### src/rtl/aoc_pkg.sv
// Package for the allocation overlap checker: field widths, opcodes,
// status codes and the controller/datapath command and status structs.
// No dependencies.
package aoc_pkg;

   localparam int OPCODE_W      = 2;
   localparam int RANGE_START_W = 48;
   localparam int RANGE_SIZE_W  = 24;
   localparam int FREE_INDEX_W  = 4;
   localparam int STATUS_W      = 2;
   localparam int ENTRY_IDX_W   = 4;

   localparam int AOC_MAX_ENTRIES = 16;
   localparam int AOC_ADDR_BITS   = 48;

   localparam logic [OPCODE_W-1:0] OP_CLEAR = 2'd0;
   localparam logic [OPCODE_W-1:0] OP_ALLOC = 2'd1;
   localparam logic [OPCODE_W-1:0] OP_FREE  = 2'd2;

   localparam logic [STATUS_W-1:0] ST_OK      = 2'd0;
   localparam logic [STATUS_W-1:0] ST_OVERLAP = 2'd1;
   localparam logic [STATUS_W-1:0] ST_FULL    = 2'd2;
   localparam logic [STATUS_W-1:0] ST_BADIDX  = 2'd3;

   typedef struct packed {
      logic load;         // capture the incoming item's fields
      logic clear_count;  // empty the table
      logic scan_start;   // rewind scan pointer, drop hit
      logic scan_en;      // walk the table, one read per cycle
      logic read_k;       // read the entry named by a free
      logic latch_match;  // keep that entry's address
      logic mode_free;    // scan marks matches instead of checking overlap
      logic append;       // store the new range
   } cmd_type;

   typedef struct packed {
      logic full;
      logic empty;
      logic k_bad;
      logic scan_done;
      logic hit_found;
   } stat_type;

endpackage

### src/rtl/aoc_ram.sv
// Generic simple dual-port RAM: one write port, one read port, registered
// read data. No dependencies.
module aoc_ram #(
   parameter int WIDTH = 8,
   parameter int DEPTH = 16
) (
   input  logic                     clock,
   input  logic                     wr_en,
   input  logic [$clog2(DEPTH)-1:0] wr_addr,
   input  logic [WIDTH-1:0]         wr_data,
   input  logic [$clog2(DEPTH)-1:0] rd_addr,
   output logic [WIDTH-1:0]         rd_data
);

   logic [WIDTH-1:0] mem_ff [DEPTH];
   logic [WIDTH-1:0] rd_data_ff;

   always_ff @(posedge clock) begin
      if (wr_en) begin
         mem_ff[wr_addr] <= wr_data;
      end
      rd_data_ff <= mem_ff[rd_addr];
   end

   assign rd_data = rd_data_ff;

endmodule

### src/rtl/aoc_datapath.sv
// Datapath of the allocation overlap checker: entry table RAM, fill count,
// scan pointer and the range containment / address match check.
// Depends on aoc_pkg and aoc_ram.
module aoc_datapath
   import aoc_pkg::*;
#(
   parameter int MAX_ENTRIES = AOC_MAX_ENTRIES,
   parameter int ADDR_BITS   = AOC_ADDR_BITS
) (
   input  logic                           clock,
   input  logic                           reset,
   input  cmd_type                        cmd,
   input  logic [RANGE_START_W-1:0]       req_range_start,
   input  logic [RANGE_SIZE_W-1:0]        req_range_size,
   input  logic [FREE_INDEX_W-1:0]        req_free_index,
   output stat_type                       st,
   output logic [$clog2(MAX_ENTRIES)-1:0] hit_idx,
   output logic [$clog2(MAX_ENTRIES)-1:0] new_idx
);

   localparam int IDX_W = $clog2(MAX_ENTRIES);
   localparam int CNT_W = $clog2(MAX_ENTRIES + 1);
   localparam int CMP_W = (CNT_W > FREE_INDEX_W) ? CNT_W : FREE_INDEX_W;
   localparam int IN_W  = (ADDR_BITS > RANGE_START_W) ? ADDR_BITS : RANGE_START_W;
   localparam int CW    = (ADDR_BITS > RANGE_SIZE_W) ? ADDR_BITS : RANGE_SIZE_W;
   localparam int EW    = ADDR_BITS + RANGE_SIZE_W + 1;

   logic [ADDR_BITS-1:0]    first_ff;
   logic [ADDR_BITS-1:0]    last_ff;
   logic [RANGE_SIZE_W-1:0] size_ff;
   logic [IDX_W-1:0]        k_ff;
   logic [ADDR_BITS-1:0]    match_ff;
   logic [CNT_W-1:0]        count_ff;
   logic [CNT_W-1:0]        rd_ptr_ff;
   logic                    chk_valid_ff;
   logic [IDX_W-1:0]        chk_ptr_ff;
   logic                    hit_found_ff;
   logic [IDX_W-1:0]        hit_idx_ff;

   logic [IN_W-1:0]         rs_ext;
   logic [ADDR_BITS-1:0]    first_in;
   logic [CW-1:0]           last_sum;
   logic [CMP_W-1:0]        k_ext;

   logic                    wr_en;
   logic [IDX_W-1:0]        wr_addr;
   logic [EW-1:0]           wr_data;
   logic [IDX_W-1:0]        rd_addr;
   logic [EW-1:0]           rd_data;

   logic [ADDR_BITS-1:0]    e_addr;
   logic [RANGE_SIZE_W-1:0] e_len;
   logic                    e_rel;
   logic [ADDR_BITS:0]      diff_first;
   logic [ADDR_BITS:0]      diff_last;
   logic                    in_first;
   logic                    in_last;
   logic                    hit_now;
   logic                    match_now;
   logic                    more;
   logic                    issue;

   assign rs_ext   = IN_W'(req_range_start);
   assign first_in = rs_ext[ADDR_BITS-1:0];
   // last byte wraps in the address space
   assign last_sum = CW'(first_in) + CW'(req_range_size) - CW'(1);
   assign k_ext    = CMP_W'(req_free_index);

   assign e_addr = rd_data[ADDR_BITS-1:0];
   assign e_len  = rd_data[ADDR_BITS +: RANGE_SIZE_W];
   assign e_rel  = rd_data[EW-1];

   // containment is exact: no wrap past the top of the address space
   assign diff_first = {1'b0, first_ff} - {1'b0, e_addr};
   assign diff_last  = {1'b0, last_ff} - {1'b0, e_addr};
   assign in_first   = !diff_first[ADDR_BITS] &&
                       (CW'(diff_first[ADDR_BITS-1:0]) < CW'(e_len));
   assign in_last    = !diff_last[ADDR_BITS] &&
                       (CW'(diff_last[ADDR_BITS-1:0]) < CW'(e_len));

   assign hit_now   = chk_valid_ff && !cmd.mode_free && !e_rel && (in_first || in_last);
   assign match_now = chk_valid_ff && cmd.mode_free && (e_addr == match_ff);

   assign more  = rd_ptr_ff < count_ff;
   assign issue = cmd.scan_en && more;

   assign rd_addr = cmd.read_k ? k_ff : rd_ptr_ff[IDX_W-1:0];
   assign wr_en   = match_now || cmd.append;
   assign wr_addr = cmd.append ? count_ff[IDX_W-1:0] : chk_ptr_ff;
   assign wr_data = cmd.append ? {1'b0, size_ff, first_ff} : {1'b1, e_len, e_addr};

   aoc_ram #(
      .WIDTH (EW),
      .DEPTH (MAX_ENTRIES)
   ) u_table (
      .clock   (clock),
      .wr_en   (wr_en),
      .wr_addr (wr_addr),
      .wr_data (wr_data),
      .rd_addr (rd_addr),
      .rd_data (rd_data)
   );

   always_ff @(posedge clock) begin
      if (cmd.load) begin
         first_ff <= first_in;
         last_ff  <= last_sum[ADDR_BITS-1:0];
         size_ff  <= req_range_size;
         k_ff     <= k_ext[IDX_W-1:0];
      end
      if (cmd.latch_match) begin
         match_ff <= e_addr;
      end
      if (issue) begin
         chk_ptr_ff <= rd_ptr_ff[IDX_W-1:0];
      end
      if (hit_now && !hit_found_ff) begin
         hit_idx_ff <= chk_ptr_ff;
      end
   end

   always_ff @(posedge clock) begin
      if (reset) begin
         count_ff     <= '0;
         rd_ptr_ff    <= '0;
         chk_valid_ff <= 1'b0;
         hit_found_ff <= 1'b0;
      end else begin
         if (cmd.clear_count) begin
            count_ff <= '0;
         end else if (cmd.append) begin
            count_ff <= count_ff + CNT_W'(1);
         end
         if (cmd.scan_start) begin
            rd_ptr_ff    <= '0;
            chk_valid_ff <= 1'b0;
            hit_found_ff <= 1'b0;
         end else begin
            if (issue) begin
               rd_ptr_ff <= rd_ptr_ff + CNT_W'(1);
            end
            chk_valid_ff <= issue;
            if (hit_now) begin
               hit_found_ff <= 1'b1;
            end
         end
      end
   end

   assign st.full      = count_ff == CNT_W'(MAX_ENTRIES);
   assign st.empty     = count_ff == '0;
   assign st.k_bad     = k_ext >= CMP_W'(count_ff);
   assign st.scan_done = !more && !chk_valid_ff;
   assign st.hit_found = hit_found_ff;
   assign hit_idx      = hit_idx_ff;
   assign new_idx      = count_ff[IDX_W-1:0];

endmodule

### config.mk
export PLATFORM = sky130hd
export DESIGN_NAME = aoc_datapath
export DESIGN_NICKNAME = d
export VERILOG_FILES = /design/src/rtl/aoc_pkg.sv /design/src/rtl/aoc_ram.sv /design/src/rtl/aoc_datapath.sv
export SDC_FILE = /design/constraint.sdc
export NUM_CORES = 2
export LEC_CHECK = 0
export BUFFER_PORTS_ARGS = -buffer_cell sky130_fd_sc_hd__clkbuf_2
export CORE_MARGIN = 2
export CORE_UTILIZATION = 60
export DETAILED_ROUTE_END_ITERATION = 7
export PLACE_DENSITY_LB_ADDON = 0.25
export SLEW_MARGIN = 20
export SYNTH_ARGS = -nofsm -noshare
export SYNTH_HDL_FRONTEND = slang
export SYNTH_SLANG_ARGS = --single-unit
### constraint.sdc
create_clock -name clock -period 6.7 [get_ports clock]
set_input_delay 0 -clock clock [delete_from_list [all_inputs] [get_ports clock]]
set_output_delay 0 -clock clock [all_outputs]
set_load 0.01 [all_outputs]
# Word-level counts from Yosys, hierarchy flattened
# Memories as Yosys holds them, arrays and structs flattened. A register that Yosys moved wholly into a read port is not among the register bits.
# Cells that the tools add are included.
# word_totals
regBits,192
ramBits,1168
word_cells,51
memories,1
# memory_table
memory,words,width,rd,rd_clocked_by_memory_dff,write_ports,line,rtl
u_table.mem_ff,16,73,1,1,1,aoc_ram.sv:15,logic [WIDTH-1:0] mem_ff [DEPTH];
# op_classes
addsub,6
n_lt_le_gt_ge,4
n_eq_ne,2
mux,5
n_reduce_logical,22
# ops
cell,n
subtractor 48 x 48 -> 49 bit,2
< comparator 48 x 24 -> 1 bit,2
2-to-1 mux 73 bit,1
adder 48 x 24 -> 48 bit,1
equality test 48 bit,1
"subtractor 48 x 1 -> 48 bit, second input constant",1
"adder 5 x 1 -> 5 bit, second input constant",2
logical AND 1 bit,10
2-to-1 mux 4 bit,2
logical NOT 1 bit,7
"equality test 5 bit, second input constant",1
>= comparator 4 x 5 -> 1 bit,1
logical NOT 5 bit,1
< comparator 5 bit,1
OR reduction 2 bit,2
logical OR 1 bit,2
2-to-1 mux 1 bit,2

# Depth between registers and ports, before layout
# logic_depth
ltp_word,6
depth_mapped,25

# By module
# From an unflattened synthesis, not the netlist that was laid out.
# unflattened
hier_cells,4005
area_unflattened_um2,63279.4
# modules_own_cells
module,instances,cells_per_inst,area_per_inst_um2,seq_area_each_um2
aoc_ram,1,1875,45127.0,36535.0
aoc_datapath,1,2130,18152.4,5645.4

# Worst setup path before layout
# OpenSTA, ideal clock, no wires.
# synth_path
path_type,register to register
start,"register u_table.rd_data_ff[10], in the netlist u_table.rd_data[10], read port of u_table.mem_ff"
end,"register hit_idx_ff[0], in the netlist hit_idx[0] (enable)"
setup_ps,339
arrival_time_ps,5071
required_time_ps,6361
slack_ps,1290
path_stages_with_launch,24
path_buffers,1
period_less_slack_ps,5410
path_cell_list,dfxtp_1 -> inv_1 -> ha_1 -> clkbuf_1 -> a21o_1 -> a2111o_1 -> o211ai_1 -> nor2b_1 -> o21ai_1 -> a31oi_1 -> xnor2_1 -> ha_1 -> a2111oi_0 -> o21ai_0 -> nor4_1 -> o21ai_0 -> nor4_1 -> nand4_1 -> nor4_1 -> nand4_1 -> or4_1 -> nor4_1 -> nand4_1 -> a21oi_1
# synth_between
elab_chain_cells,6
# synth_lines
item,line,rtl
"start, declared",aoc_ram.sv:16,logic [WIDTH-1:0] rd_data_ff;
subtractor 48 x 48 -> 49 bit (on tied branches),"aoc_datapath.sv:74, aoc_datapath.sv:75",
"< comparator 48 x 24 -> 1 bit, or another cell as far along",aoc_datapath.sv:77,(CW'(diff_first[ADDR_BITS-1:0]) < CW'(e_len));
logical AND 1 bit (on tied branches),"aoc_datapath.sv:76, aoc_datapath.sv:78",
logical OR 1 bit (*),aoc_datapath.sv:81,assign hit_now = chk_valid_ff && !cmd.mode_free && !e_rel && (in_first || in_last);
logical AND 1 bit (*),aoc_datapath.sv:81,
logical AND 1 bit (*),aoc_datapath.sv:117,if (hit_now && !hit_found_ff) begin
"end signal, assigned",aoc_datapath.sv:118,hit_idx_ff <= chk_ptr_ff;
"end, declared",aoc_datapath.sv:38,logic [IDX_W-1:0] hit_idx_ff;
# Every way passes the cells marked *; elsewhere a longest branch is shown, timed or not.
# A chain may end at the register's enable or synchronous reset.

# Worst setup path after layout
# layout_path
start,"register u_table.rd_data_ff[10], in the netlist u_table.rd_data[10], read port of u_table.mem_ff"
end,"register hit_idx_ff[3], in the netlist hit_idx[3] (enable)"
# The elaborated chain is that of the path after synthesis.

==> impl_results.md <==
* Type of the worst setup path: flip-flop to flip-flop
* Vias post-DR at 37900
* Critical path's top delay family: simple AND/OR/NAND/NOR gates
* Layout cells sized above 1 at 17.7%
* Port buffer count at 98
* Top FF cell, synth: edfxtp_1
* Reg2Reg Depth at 24
* Total negative slack at 0 ps
* Antenna Nets Post-Route at 0
* Req. time, crit path at 7170 ps
* Worst-Skew Late Latency at 790 ps
* Placer's final routability congestion estimate at 0.975
* Syn-to-layout area delta at 14.3%
* Hold_sp: req_range_size[14]
* Pre-CTS WS at 189 ps
* Largest net degree at the start of global routing at 124
* Rows at 118
* Drt drc at 0
* R2r setup slk at 270 ps
* CTS tree: built
* Relative slew margins at 27.6%
* Layout fillers at 6807
* Seq. cell area at 42200 um2
* Multi-input logic area at 19400 um2
* GR Util met1 at 46.2%
* Critical path arrival at 6890 ps
* Remaining global-route overflow at 0
* Cells along the critical path: inv_1, ha_1, a21o_1, a2111o_1, o211ai_1, nor2b_1, o21ai_1, a31oi_1, xnor2_1, ha_1, a2111oi_2, buf_4, o21ai_0, nor4_1, o21ai_0, nor4_1, nand4_1, nor4_2, nand4_1, or4_1, nor4_1, nand4_1, a21oi_1, buf_4
* DIE HEIGHT at 328 um
* Vias per inst at 6.48
* Post-route core utilization at 69.3%
* Mapped Avg Cell Area at 15.6 um2
* Synthesis Warnings at 0
* Worst Setup Slack, final at 274 ps
* Worst Setup Start Kind: flip-flop
* Total chip power at 22.6 mW
* Most used routing layer: met2
* Max-capacitance violation count at 0
* Die width at 328 um
* CP Depth at 24
* Post-synthesis sequential area ratio at 67.0%
* CP bufs+invs at 3
* Core box area at 104000 um2
* Max incr delay on CP at 470 ps
* Worst reg2reg startpoint: u_table.rd_data[10]
* RSZ-0062 raised after global routing: false
* Antenna violations before repair at 5
* Worst Hold Class: primary input to flip-flop
* Async set-reset flop share out of synthesis at 0%
* PwrDens at 314 nW/um2
* DIE AREA at 107000 um2
* IO Pins at 99
* Synthesized cell area at 62900 um2
* Number of synthesized flops with an enable pin at 1348
* Non-Filler Instances at 5849
* Initial Utilization at 60.6%
* Slowest CP cell: or4_1
* Drt wl/cell at 29.6 um
* Placed Cells at 5463
* Period utilization at 95.9%
* VDD IR max at 0.286 mV
* Hold Violations, Final at 0
* Status: completed
* Clock Tree Root: clkbuf_16
* DR iter-0 viols at 4870
* Synth Net Count at 4346
* R2R Path End: hit_idx[3]
* First-pass GRT wire length at 253000 um
* Achievable clock frequency at 0.156 GHz
* Hold EP: size_ff[14]
* Post-route minimum period at 6430 ps
* Critical path fanouts, max at 7
* Post-DP Area at 65900 um2
* CTS Buf Count at 144
* GRT Resource Usage Total at 32.7%
* GRT met3 Usage at 5.11%
* Final nets at 4659
* Post-CTS setup buffers at 0
* Crit. End Element: flip-flop
* Slew Limit Fails at 0
* Met2 Use GR at 52.7%
* Bufs on Longest Clock Path at 3
* Initial DRT Pass Iterations at 5
* Final Instance Area at 71900 um2
* Slew @ Worst Pin at 1080 ps
* Number of diodes at 0
* Post-Syn Instances at 4034
* Vias in the first global route at 37600
* Leakage power at 25.6 nW
* H-tree Lvls at 4
* Final WL at 173000 um
* Clock Skews at 56.7 ps
* Clk slew on worst S/H paths at 60 ps
* CTS sink cnt at 1433
* #FFs+latches synth at 1433
* Netlist cell types at 74
* Hold WS at 34.5 ps
* Hold Crit Depth at 2
* Final setup fails at 0
* Post-DP HPWL at 106000 um
## synth_stat cells, drive strengths merged (54+ instances only)
library cell  instances  area share [%]
a211oi               81            0.97
clkbuf              125            0.75
a21oi               168             1.3
dfxtp                85             2.7
xnor2                98             1.4
inv                 240             1.4
o21ai               190             1.5
buf                  54            0.37
mux4                292              10
xor2                 62            0.86
a21o                 72            0.86
and2                 82            0.82
ha                  223             4.4
nand2               329             2.0
a31oi               102             1.0
edfxtp             1348              64
nor2                117            0.70
## state kept, by name, summed over array words and instances, names as in the netlist
register and flops:
match_ff 48, first_ff 48, u_table.mem_ff 1168, chk_ptr_ff 4, last_ff 48, hit_idx 4
hit_found_ff 1, count_ff 5, k_ff 4, rd_ptr_ff 5, u_table.rd_data 73, chk_valid_ff 1
size_ff 24
## cells in the final DEF, fill, tap and decap left out, types with 10 or more instances in the layout
cell type      instances
clkbuf_16            146
clkinv_2              29
a21oi_1              164
nor2b_1               18
o21ai_1               10
bufinv_16             14
dfxtp_1               85
dlygate4sd3_1        118
nand3_1               37
clkbuf_2              96
a211oi_1              81
a31oi_1              100
nand4_1               52
o21ai_0              169
nor2_1               101
buf_12                20
nand2b_1              21
xnor2_1               98
and2_1                82
mux4_2               292
nor4_1                17
ha_1                 223
nor2_4                16
o21bai_1              17
a21boi_0              10
a21o_1                72
clkinv_1              23
nand2_1              329
o211ai_1              11
o21a_1                25
edfxtp_1            1348
nor3_1                29
o21ai_2               11
inv_1                240
clkbuf_1              35
buf_4                109
xor2_1                62
## area by class of cell
| cell class | instances | area share, % |
|---|---|---|
| flip-flops and latches | 1433 | 58.6 |
| multi-input cells | 2182 | 27.0 |
| clock buffers | 188 | 5.40 |
| repair buffers | 346 | 4.05 |
| well taps | 1380 | 2.40 |
| clock inverters | 80 | 1.27 |
| inverters | 240 | 1.25 |
## logic make-up after synthesis
group / share of synthesized area [%]
muxes: 10.7
AOI/OAI and AO/OA: 7.40
DFF: 67.0
buffers and inverters: 2.55
adders and majority gates: 4.53
xor gates and xnor gates: 2.23
and+or+nand+nor: 5.53
## power by group
group / total [mW] / switching, mW / internal (mW)
registers: 10.5 / 0.171 / 10.3
logic: 4.04 / 2.54 / 1.51
clock network: 8.11 / 3.44 / 4.67
## how the worst max path moves through the flow
| stage | start | endpoint |
|---|---|---|
| floorplan | u_table.rd_data[10] | hit_idx[0] |
| global placement | first_ff[0] | hit_idx[2] |
| detailed placement | first_ff[0] | hit_idx[1] |
| CTS | first_ff[0] | hit_idx[0] |
| global route | u_table.rd_data[0] | hit_idx[0] |
| finish | u_table.rd_data[10] | hit_idx[3] |
## worst register-to-register path, cell delays in order (launching register included)
cell and delay (ps):
dfxtp_1 370, inv_1 110, ha_1 400, a21o_1 220
a2111o_1 410, o211ai_1 370, nor2b_1 230, o21ai_1 160
a31oi_1 230, xnor2_1 160, ha_1 300, a2111oi_2 320
buf_4 180, o21ai_0 70, nor4_1 180, o21ai_0 130
nor4_1 290, nand4_1 160, nor4_2 300, nand4_1 110
or4_1 470, nor4_1 310, nand4_1 270, a21oi_1 210
buf_4 180
## per-layer routing
layer | part of all wire [%] | vias up
met4 | 3.3 | 2
met5 | 0.0063 | -
met2 | 48 | 1939
li1 | - | 16300
met3 | 8.2 | 307
met1 | 40 | 19300
## what timing repair did
| item | 4_1_cts | 5_1_grt |
|---|---|---|
| hold buffers | 118 | 0 |
| hold endpoints to repair | 210 | 0 |
| resized for setup | 0 | 11 |
| setup endpoints to repair | 0 | 5 |
Note: power is estimated with default switching activity, not from simulation.
